$ cat config.mk
export PLATFORM = sky130hd
export DESIGN_NAME = dts_cell
export DESIGN_NICKNAME = d
export VERILOG_FILES = /design/src/design/dts_pkg.sv /design/src/design/dts_cell.sv
export SDC_FILE = /design/constraint.sdc
export NUM_CORES = 1
export LEC_CHECK = 0
export ABC_AREA = 1
export ABC_CLOCK_PERIOD_IN_PS = 2990
export BUFFER_PORTS_ARGS = -buffer_cell sky130_fd_sc_hd__buf_2
export CAP_MARGIN = 10
export CELL_PAD_IN_SITES_DETAIL_PLACEMENT = 1
export CELL_PAD_IN_SITES_GLOBAL_PLACEMENT = 1
export CORE_MARGIN = 2
export CORE_UTILIZATION = 31
export DETAILED_ROUTE_END_ITERATION = 8
export GPL_TIMING_DRIVEN = 1
export MAX_ROUTING_LAYER = met4
export PLACE_DENSITY_LB_ADDON = 0.15
export SLEW_MARGIN = 20
export SYNTH_ARGS = -nofsm -noshare
export SYNTH_HDL_FRONTEND = slang
export SYNTH_SLANG_ARGS = --single-unit
$ cat constraint.sdc
create_clock -name i_clk -period 2.99 [get_ports i_clk]
set_input_delay 0.4485 -clock i_clk [delete_from_list [all_inputs] [get_ports i_clk]]
set_output_delay 0.4485 -clock i_clk [all_outputs]
set_load 0.02 [all_outputs]
$ cat src/design/dts_pkg.sv
package dts_pkg;

    localparam int DTS_MAX_ITEMS = 16;
    localparam int DTS_VALUE_W   = 32;
    localparam int DTS_TAG_W     = 8;

    // One stored entry of the sorting chain.
    typedef struct packed {
        logic                          valid;
        logic signed [DTS_VALUE_W-1:0] value;
        logic        [DTS_TAG_W-1:0]   tag;
    } t_entry;

    // Shared control that every cell of the chain sees in the same cycle.
    typedef struct packed {
        logic insert;
        logic pop;
    } t_cell_ctrl;

endpackage

$ cat src/design/dts_cell.sv
module dts_cell
    import dts_pkg::*;
(
    input  logic       i_clk,
    input  logic       i_rst_n,
    input  t_cell_ctrl i_ctrl,
    input  t_entry     i_new,
    input  t_entry     i_prev,
    input  logic       i_prev_less,
    input  t_entry     i_next,
    output t_entry     o_entry,
    output logic       o_less
);

    logic                          r_valid;
    logic signed [DTS_VALUE_W-1:0] r_value;
    logic        [DTS_TAG_W-1:0]   r_tag;
    t_entry                        n_entry;

    // An empty cell or one holding a strictly smaller value yields to the new
    // request; equal values stay ahead, which keeps ties in arrival order.
    assign o_less = !r_valid || (r_value < i_new.value);

    always_comb begin
        n_entry = '{valid: r_valid, value: r_value, tag: r_tag};
        if (i_ctrl.pop) begin
            n_entry = i_next;
        end else if (i_ctrl.insert && o_less) begin
            if (i_prev_less) begin
                n_entry = i_prev;
            end else begin
                n_entry = i_new;
            end
        end
    end

    always_ff @(posedge i_clk) begin
        if (!i_rst_n) begin
            r_valid <= 1'b0;
        end else begin
            r_valid <= n_entry.valid;
        end
    end

    always_ff @(posedge i_clk) begin
        r_value <= n_entry.value;
        r_tag   <= n_entry.tag;
    end

    assign o_entry = '{valid: r_valid, value: r_value, tag: r_tag};

endmodule

==> summary by stage, run 1 <==
Clock network
The number of gates resized after CTS was 0. The number of CTS-inserted buffers is 5. The longest clock path from root to sink contains 2 buffers.

Hold repair after CTS inserted 0 buffers. After clock tree synthesis, the setup repair step added 0 buffers. The number of levels the H-tree was split into is 2.

At the later pin of the worst-skew pair, clock insertion delay measures 0.29 ns. The TritonCTS clock tree is done. After clock tree synthesis, the clock-pin slew on the worst setup and hold paths is 0.08 ns.

Counting every sink on the clock net gives 41. The buffer type at the clock tree root is clkbuf_8.

Die
The initial cell density of the core is 31.9%. From bottom edge to top edge, the die measures about 100 um. The core footprint is 9200 um2. The count of standard-cell rows is 35. The number of placed I/O pins is 170. The total die area is ~10000 um2. The die extent in x is just over 100 um.

Power and ir drop
The power per unit of standard cell area is 427 nW/um2. The leakage power is 2.01 nW. The worst-case IR drop observed on VDD is 0.000313 V.

Global routing
The aggregate global-route resource usage is 17.2%. For met1 alone, demand over resource in global routing was 20.9%. The aggregate global routing overflow is 0. For this run, global-route usage on met2 was measured as 29.4%. The maximum number of pins on one net before global-route repair is roughly 40. The via count of the first global-routing pass is 3029. The layer with the highest usage is met2.

The first global-routing pass estimated about 14000 um of wire. The initial antenna violation count is 0. For this run, global-route usage on met3 was measured as 3.73%.

Status
The run finished with clean final reports.

Logic synthesis
The post-synthesis cell count is 332. The synthesized netlist devotes 23.7% of its cell area to compound gates. Each instance of the synthesized netlist takes up on average between 8 and 9 um2. The number of synthesized register bits is 41. The adder-cell share of the synthesized area is 13.2%. The combinational family with the most area after synthesis is compound AO/OA/AOI/OAI gates. Of the post-synthesis cell area, the part taken by muxes is 0%. The number of enable-type register cells in the synthesized netlist is 40.

The most used flip-flop cell after synthesis is edfxtp_1. The XOR/XNOR share of the synthesized area is 0%. The post-synthesis async set-or-reset flop share is 0%. The netlist uses 27 different library cells. The number of nets in the synthesized netlist is 491. During synthesis, Yosys emitted a total of 0 warnings. The sequential-to-total area share from yosys stat is 41.6%. The basic-gate share of the synthesized area counting and, or, nand and nor cells is a little over an eighth. The synthesized area is 2940 um2.

STA
The final period utilization is roughly four fifths. For the pin with the worst max-slew slack, the measured transition is 0.608 ns. Clock skew on the completed layout was measured at 0.00457 ns. The smallest clock period supported by the final layout is computed as 2.39 ns.

The upper clock frequency limit is 418 MHz. Setup repair after global routing left no endpoint under its margin. The count of final max-slew check failures was 0. Setup violations remaining at the end of the flow were counted as 0. After routing, the total negative slack on setup checks comes to 0 ns.

The relative slew slack is 59.5%. The count of final hold-check violations is 0.

Drt
The detailed-route wire length per cell is 14.3 um. Using the TritonRoute via totals, the vias-per-cell ratio works out to 4.83. The initial DRC count is 54. After detailed routing, the number of remaining DRC violations is 0. The overall routed net length is 8670 um. In this run the remaining antenna-violating nets after routing total 0. The routed layout has 2929 vias. The number of detailed-routing iterations run before antenna repair is 4.

Layout
The multi-input combinational cells in the finished layout cover a total of 1470 um2. The post-route standard cell area excluding fillers is 4030 um2. The number of antenna diodes in the final layout is 0.

Summing all flip-flop and latch instances after layout gives roughly 1200 um2. The share of final-layout standard cells stronger than drive strength 1 is slightly below 40%. Fill cells in the final layout number 1162. The net count of the finished layout is 654. The synthesis-to-finish area growth is 37.2%.

Placed design
The congestion estimate from routability-driven global placement came to 0.758. The count of buffers added on input and output ports is 169. The placed cell area is 3920 um2. The estimated wirelength of the detail-placed design is 7050 um.

Setup path
The highest fanout seen on the critical path is 2. The worst setup path is of the flip-flop to primary output kind. STA classifies the critical path endpoint as a primary output. STA classifies the critical path startpoint as a flip-flop. Data arrives at the worst endpoint at slightly below 2 ns. STA puts the critical path data required time at ~2.5 ns.

Hold path
The class of the worst hold path is input port to flip-flop.

Run
The tool flagged a number of max-cap violations equal to 0.
==> power breakdown <==
part	internal [W]	total, W	leakage [nW]	switching [W]
combinational	0.000221	0.000526	1.54	0.000304
sequential	0.000706	0.000735	0.408	0.0000294
clock	0.000272	0.000461	0.0585	0.000188
==> layout make-up <==
class | instances | share of cell area (%)
well taps | 111 | 3.45
multi-input cells | 230 | 36.5
clock buffers | 7 | 2.14
clock inverters | 1 | 0.745
repair buffers | 174 | 22.8
flip-flops and latches | 41 | 30.3
inverters | 43 | 4.00
==> worst paths after layout <==
kind,startpoint,to,slack [ns],cells past startpoint
max,r_value[5],o_less,0.60,12
min,i_rst_n,r_valid,0.41,3
max reg2reg,r_value[15],r_tag[3],0.67,14
min reg2reg,r_valid,r_valid,0.61,2
==> sequential cells by signal (all words and copies together), names as in the netlist <==
name and count:
r_value 32, r_valid 1, r_tag 8
==> critical path, stage by stage (launching register included) <==
cell      delay, ns
edfxtp_1       0.40
ha_1           0.30
a21oi_1        0.15
nor2_1         0.06
nor3_2         0.10
nand2_1        0.08
nand2_1        0.06
nand2_1        0.06
nand2_1        0.08
nand2_1        0.06
nand2_1        0.07
nand3_2        0.07
buf_2          0.17
==> per-stage QoR <==
| step | utilization [%] | power (W) | setup slack [ns] | hold slack (ns) | std cells |
|---|---|---|---|---|---|
| 4_1_cts | 43.8 | 0.00175 | 0.527 | 0.390 | 607 |
| 6_report | 43.8 | 0.00172 | 0.600 | 0.406 | 607 |
| 5_1_grt | 43.8 | 0.00183 | 0.398 | 0.398 | 607 |
| 3_5_place_dp | 42.6 | 0.00128 | 0.431 | 0.584 | 599 |
| 3_3_place_gp | 42.6 | 0.00127 | 0.475 | 0.584 | 599 |
| 2_1_floorplan | - | 0.00106 | 0.518 | 0.544 | 332 |
==> cell families (layout without fill, tap and decap cells) <==
family                   Yosys count  count (layout)
AO/OA/AOI/OAI                    105             105
AND/OR/NAND/NOR                   94              94
adder cells (fa/ha/maj)           31              31
flip-flops                        41              41
buffers and inverters             61             225
==> routing by layer <==
| layer | vias up | part of all wire, % |
|---|---|---|
| met1 | 1338 | 44 |
| li1 | 1486 | - |
| met4 | 0 | 0.96 |
| met3 | 8 | 6.3 |
| met5 | - | 0 |
| met2 | 97 | 49 |
==> cell usage in the layout, fill, tap and decap left out, types with 3 or more instances in the layout <==
cell type and instances:
buf_2 169, nand2_1 68, edfxtp_1 40, inv_1 39, a21oi_1 35, o21a_1 31, ha_1 31, o211ai_1 30
nor2_1 15, clkbuf_8 6, inv_2 4, nand3_1 3, o21ai_0 3, buf_12 3
==> cells in the mapped netlist, types with 3 or more instances <==
library cell	count	area [um2]
clkbuf_1	5	18.8
ha_1	31	388
nand3_1	3	15.0
o21ai_0	3	15.0
o211ai_1	30	225
edfxtp_1	40	1200
inv_1	39	146
nand2_1	68	255
inv_2	4	15.0
o21a_1	31	233
a21oi_1	35	175
buf_1	10	37.5
nor2_1	15	56.3
Note: power is estimated with default switching activity, not from simulation.
==> inputs of run 2 (changes only) <==
Settings changed: ABC_CLOCK_PERIOD_IN_PS 2990 to 2300.
Clock period 2.99 ns to 2.3 ns, I/O delays scaled along.
==> summary by stage, run 2 (same netlist as run 1, synthesis figures left out) <==
Setup path
The required time at the worst-slack endpoint is slightly below 2 ns. STA puts the critical path data arrival time at 1.99 ns. The worst setup path category is flip-flop to primary output. In this run the critical register-to-register path is launched from r_value[5]. The startpoint type of the worst setup path is a flip-flop. The worst setup path is captured at a primary output. Along the worst path, the maximum fanout reaches 2. In this run the worst setup path begins at r_value[5].

Clock network
The number of levels the H-tree was split into is 2. The clock-pin slew reported for the worst setup and hold paths after clock tree synthesis is about 0.07 ns. The hold-fix buffer count after cts is 0. Counting the buffers created by CTS gives 5. The buffer type at the clock tree root is clkbuf_8. Clock latency on the worst-skew pair, taken at its later pin, is approximately 0.28 ns. TritonCTS built the clock tree. The TritonCTS sink count is 41. The number of buffers on the longest clock path is 2.

Global routing
The first-pass GRT wire length is 14200 um. The aggregate global routing overflow is 0. Entering global routing, the biggest net connects 41 pins.

The via count of the first global-routing pass is 3024. Global routing used around 18% of the available tracks across all layers. The initial antenna violation count came to 0.

Layout
0 antenna diodes ended up in the layout. Compared with the post-synthesis result, the final layout area differs by 39.4%. After routing the design area is approximately 4000 um2. In the final layout, the registers with the most flip-flops are r_value: 32 flops, r_tag: 8 flops, r_valid: 1 flops. The register with the most flip-flops in the layout has 32 of them. The net total in the final layout is 659. The library cell used most frequently in the layout, excluding fill and tap cells, is buf_2. The register with the highest flop count is r_value. The share of final-layout standard cells stronger than drive strength 1 is between 40% and 50%. The top cell types in the final layout, fill and taps aside, are buf_2, nand2_1, edfxtp_1, inv_1, a21oi_1.

Die
The vertical die dimension is 101 um. The core region is 9200 um2. The die covers 10300 um2.

The initial utilization of the core area, before any placement, comes to 31.9%. The count of standard-cell rows is 35. From left edge to right edge, the die measures 101 um.

170 I/O pins were placed.

STA
The count of final max-slew check failures is 0. Setup repair after global routing could not meet its margin everywhere. For the finished layout, the period the worst path requires is 2.33 ns. The transition time at the pin with the least slew margin is approximately 0.57 ns.

In the finished design, the share of the clock period the worst path needs comes to 101%. Setup violations remaining at the end of the flow were counted as 1. Based on the critical path, the design can be clocked at up to ~430 MHz.

On the final layout, the worst clock skew is around 0.0042 ns. The relative slew slack is roughly 62%. Across all setup checks in the final design, the least slack found is -0.0314 ns. The count of final hold-check violations was 0.

Run
Across the run, the number of max-cap violations was 0.

Power and ir drop
VDD sags by at most 0.000215 V. The power per unit of standard cell area is 520 nW/um2. The design draws roughly 0.0021 W. In this run, flip-flops and latches consume 45.1% of the power. Summed over all cells, the static leakage comes to 2.01 nW. The power spent charging and discharging nets is 0.000688 W. The clock network is responsible for roughly a fifth of the overall power. The internal power consumption is approximately 0.0014 W. Net switching is 32.3% of the power. Combinational logic is responsible for 33.8% of the overall power.

Drt
The overall routed net length is 9010 um. In the final routed layout, each cell accounts on average for 14.7 um. For this run, the detailed router's first-pass iteration total came to 4. The via total after detailed routing is 2986. The mean number of vias per cell is 4.88. The remaining antenna violation count is 0. After detailed routing, the number of remaining DRC violations is 0. In this run, the number of DRC markers left after iteration 0 of detailed routing was slightly above 60.

Placed design
The congestion estimate from routability-driven global placement came to just under 0.7. The number of buffer cells added on primary ports is 169. The placed cell area is 3930 um2. After legalization and detailed placement, the total HPWL measured approximately 7300 um.

Hold path
In this run the most critical hold path is launched from i_rst_n. The path class of the tightest hold or removal check is input port to flip-flop.

Status
The flow ran to the end, but the final reports show violations. The final reports fail on setup timing.
[run 2: repair_timing]
action                                  in CTS  in global routing
gates resized for setup                      4                  6
pin swaps                                    0                  1
endpoints found under the hold margin        0                  0
buffers inserted                             1                  1
endpoints found under the setup margin       1                  1
[run 2: cell type report]
type,count,area [um2]
well taps,111,139
multi-input cells,230,1540
repair buffers,179,952
clock buffers,8,80.1
inverters,43,161
flip-flops and latches,41,1220
fillers,1157,5100
[run 2: power by group through the flow]
stage                     clock, W  sequential [W]  combinational [W]
after floorplan                  0         0.00106           0.000316
after global placement           0        0.000970           0.000683
after detailed placement         0        0.000975           0.000702
after CTS                 0.000472        0.000961           0.000720
after global routing      0.000513        0.000970           0.000804
final                     0.000450        0.000960           0.000720
[run 2: critical path: stages (launching register included)]
cell,delay (ns)
edfxtp_1,0.43
ha_4,0.24
a21oi_1,0.19
nor2_1,0.10
nor3_2,0.11
nand2_1,0.08
nand2_1,0.08
nand2_2,0.06
nand2_1,0.07
nand2_1,0.05
nand2_1,0.07
nand3_2,0.08
buf_6,0.15
[run 2: path summary, 6_finish.rpt]
check	end	slack (ns)	cells past startpoint
hold reg to reg	r_valid	0.60	2
hold / removal	r_valid	0.31	3
setup / recovery	o_less	-0.03	12
setup reg to reg	r_tag[2]	0.13	13
[run 2: through the flow]
step / worst slack (ns) / cells / util, % / hold slack (ns) / setup TNS [ns]
global route: -0.200 / 612 / 44.5 / 0.300 / -1.02
CTS: 0.000209 / 611 / 44.0 / 0.298 / 0
floorplan: 0.0416 / 332 / - / 0.486 / 0
global placement: 0.108 / 602 / 42.7 / 0.590 / 0
finish: -0.0314 / 612 / 44.5 / 0.314 / -0.0314
detailed placement: 0.0572 / 602 / 42.7 / 0.584 / 0
[run 2: layer usage]
metal,vias up,global-route usage [%],routed length [um]
li1,1501,-,-
met1,1373,22.0,3800
met2,99,30.3,4470
met3,13,4.21,587
met4,0,3.85,149
met5,-,-,0
==> inputs of run 3 (changes only) <==
Settings changed: PLACE_DENSITY_LB_ADDON 0.15 to 0.3, REMOVE_ABC_BUFFERS from default to 1.
==> summary by stage, run 3 (same netlist as run 1, synthesis figures left out) <==
STA
Setup repair after global routing could not meet its margin everywhere. The upper clock frequency limit is 432 MHz. The relative slew slack is approximately three quarters.

Across the routed clock network, the largest skew measured is between 0.009 and 0.01 ns. The count of final hold-check violations came to 0. The post-layout worst setup margin is -0.0123 ns. The final critical delay including setup and external delays is 2.31 ns. Dividing the final minimum period by the clock period gives 101%. In the final timing run, aggregate negative setup slack is -0.0123 ns. The count of final max-slew check failures is 0. Setup violations remaining at the end of the flow were counted as 1.

The transition time at the pin with the least slew margin is about 0.39 ns.

Clock network
The buffer type at the clock tree root is clkbuf_8. The TritonCTS clock tree is done. In this run the deepest clock path goes through 2 buffers. The later pin in the worst-skew pair is clocked with a latency of slightly below 0.3 ns. The clock-pin slew reported for the worst setup and hold paths after clock tree synthesis is 0.08 ns.

In this run the number of H-tree levels came out at 2. The number of CTS-inserted buffers is 5. Counting every sink on the clock net gives 41.

Drt
The initial DRC count is 67. The first detailed-routing pass ran for 4 iterations. Dividing the detail-routed wire length by the instance count gives ~15 um. The detail route stage leaves a number of antenna-violating nets equal to 0.

After detailed routing, the number of remaining DRC violations is 0. The via total after detailed routing is between 3000 and 4000. For this block, the routed nets add up to 9080 um of wire. After detailed routing, the number of vias per cell comes to 4.90.

Global routing
The via count of the first global-routing pass is between 3000 and 4000. The aggregate global-route resource usage is 17.9%. The initial antenna violation count was 0. The maximum number of pins on one net before global-route repair is 41. The aggregate global routing overflow is 0. The first global-routing pass estimated 14300 um of wire.

Setup path
The worst register-to-register path ends at r_value[16]. The worst path arrival time is 1.97 ns. The endpoint class of the critical path is a primary output.

The worst-case register-to-register setup slack is 0.03 ns. Of all nets on the critical path, the largest fanout is 2. STA classifies the critical path startpoint as a flip-flop.

The reg-to-reg startpoint is r_value[15]. The setup path with the least slack is of type flip-flop to primary output. At the worst endpoint, the required time is 1.96 ns. The number of cells on the worst reg-to-reg path is 15.

Die
The initial utilization of the core area, before any placement, comes to 31.9%. In this run the vertical extent of the chip is around 100 um. The die extent in x is 101 um. The floorplan has 35 rows. After floorplanning, the core was sized to cover 9200 um2.

The number of placed I/O pins is 170. The total die area is just over 10000 um2.

Layout
The largest registers in the layout are r_value: 32 flops, r_tag: 8 flops, r_valid: 1 flops. Compared with the post-synthesis result, the final layout area differs by 45.6%. The number of antenna diodes in the final layout is 0. The top cell types in the final layout, fill and taps aside, are buf_2, nand2_1, edfxtp_1, inv_1, a21oi_1. Once layout is done, the placed cells without fillers occupy approximately 4300 um2. The leading cell type in the layout, fill and taps excluded is buf_2.

The register with the most flip-flops in the layout has 32 of them. The net total in the final layout is approximately 670. Of the cells placed in the final design, the portion with a size suffix greater than 1 is 42.9%. Ranked by flip-flop count, first place goes to r_value.

Placed design
The final weighted congestion in routability-driven placement is about 0.76. The estimated wirelength of the detail-placed design is 7140 um. The placed cell area is 3960 um2. The number of buffer cells added on primary ports is about 170.

Power and ir drop
The analysis attributes to cell leakage a power of 2.09 nW. The peak ir drop on the vdd network is 0.000214 V. For this design the ratio of total power to cell area is 540 nW/um2. Summing internal, switching and leakage power gives 0.00231 W.

Hold path
The hold path depth is 3. The worst min-delay path endpoint is r_valid. The source of the worst hold timing path is i_rst_n. The min-delay analysis places its worst path in the category input port to flip-flop.

Run
The number of maximum-capacitance violations is 0.

Status
The final reports fail on setup timing. The run finished, with violations left.
==> run 3: cell types whose count changed in the layout (fill, tap and decap cells not counted), sizes merged <==
cell      before  now
buf          179  184
bufinv         0    1
clkbuf         8    7
clkinv         0    1
clkinvlp       0    1
==> run 3: area by class of cell <==
class	count	area (um2)
Timing Repair Buffer	186	1070
Inverter	43	161
Fill cell	1163	4920
Multi-Input combinational cell	230	1570
Tap cell	111	139
Clock buffer	5	68.8
Sequential cell	41	1220
Clock inverter	3	41.3
==> run 3: worst max-delay path by stage <==
stage / to / depth (start not counted) / startpoint
final: o_less / 10 / r_value[13]
after global routing: o_less / 12 / r_value[15]
after CTS: o_less / 11 / r_value[15]
after detailed placement: r_value[14] / 16 / i_new[23]
after global placement: r_value[15] / 16 / i_new[23]
after floorplan: r_tag[0] / 12 / r_value[5]
==> run 3: per-layer routing <==
metal	vias to the layer above	routed length [um]	part of all wire (%)	track usage (%)
li1	1515	-	-	-
met1	1388	3930	43	22.2
met2	120	4340	48	29.5
met3	8	728	8.0	4.76
met4	0	72	0.79	3.64
met5	-	0	0	-
==> run 3: where the power goes <==
group	switching (W)	total, W	leakage (nW)	internal (W)
logic	0.000428	0.000773	1.63	0.000345
clock network	0.000258	0.000578	0.0518	0.000320
registers	0.0000408	0.000958	0.408	0.000917
==> run 3: critical path, stage by stage (launching register included) <==
cell	delay, ns
edfxtp_1	0.40
ha_1	0.32
a21oi_1	0.15
o21ai_1	0.09
a21oi_1	0.17
nand2_2	0.10
nand2_2	0.06
nand2_1	0.05
nand2_1	0.08
nand3_2	0.10
buf_6	0.15
==> run 3: what timing repair did <==
action / in CTS / in global routing
resized for setup: 5 / 17
setup endpoints to repair: 1 / 41
pin swaps: 2 / 7
buffers inserted: 3 / 2
gates cloned: 0 / 3
hold buffers: 0 / 0
==> run 3: per-stage QoR <==
step | worst slack, ns | util, % | hold slack, ns | std cells
2_1_floorplan | -0.172 | - | 0.486 | 314
3_3_place_gp | 0.0316 | 43.0 | 0.608 | 603
3_5_place_dp | -0.0124 | 43.0 | 0.606 | 603
4_1_cts | -0.0441 | 44.7 | 0.291 | 614
5_1_grt | -0.173 | 46.5 | 0.303 | 619
6_report | -0.0123 | 46.5 | 0.300 | 619
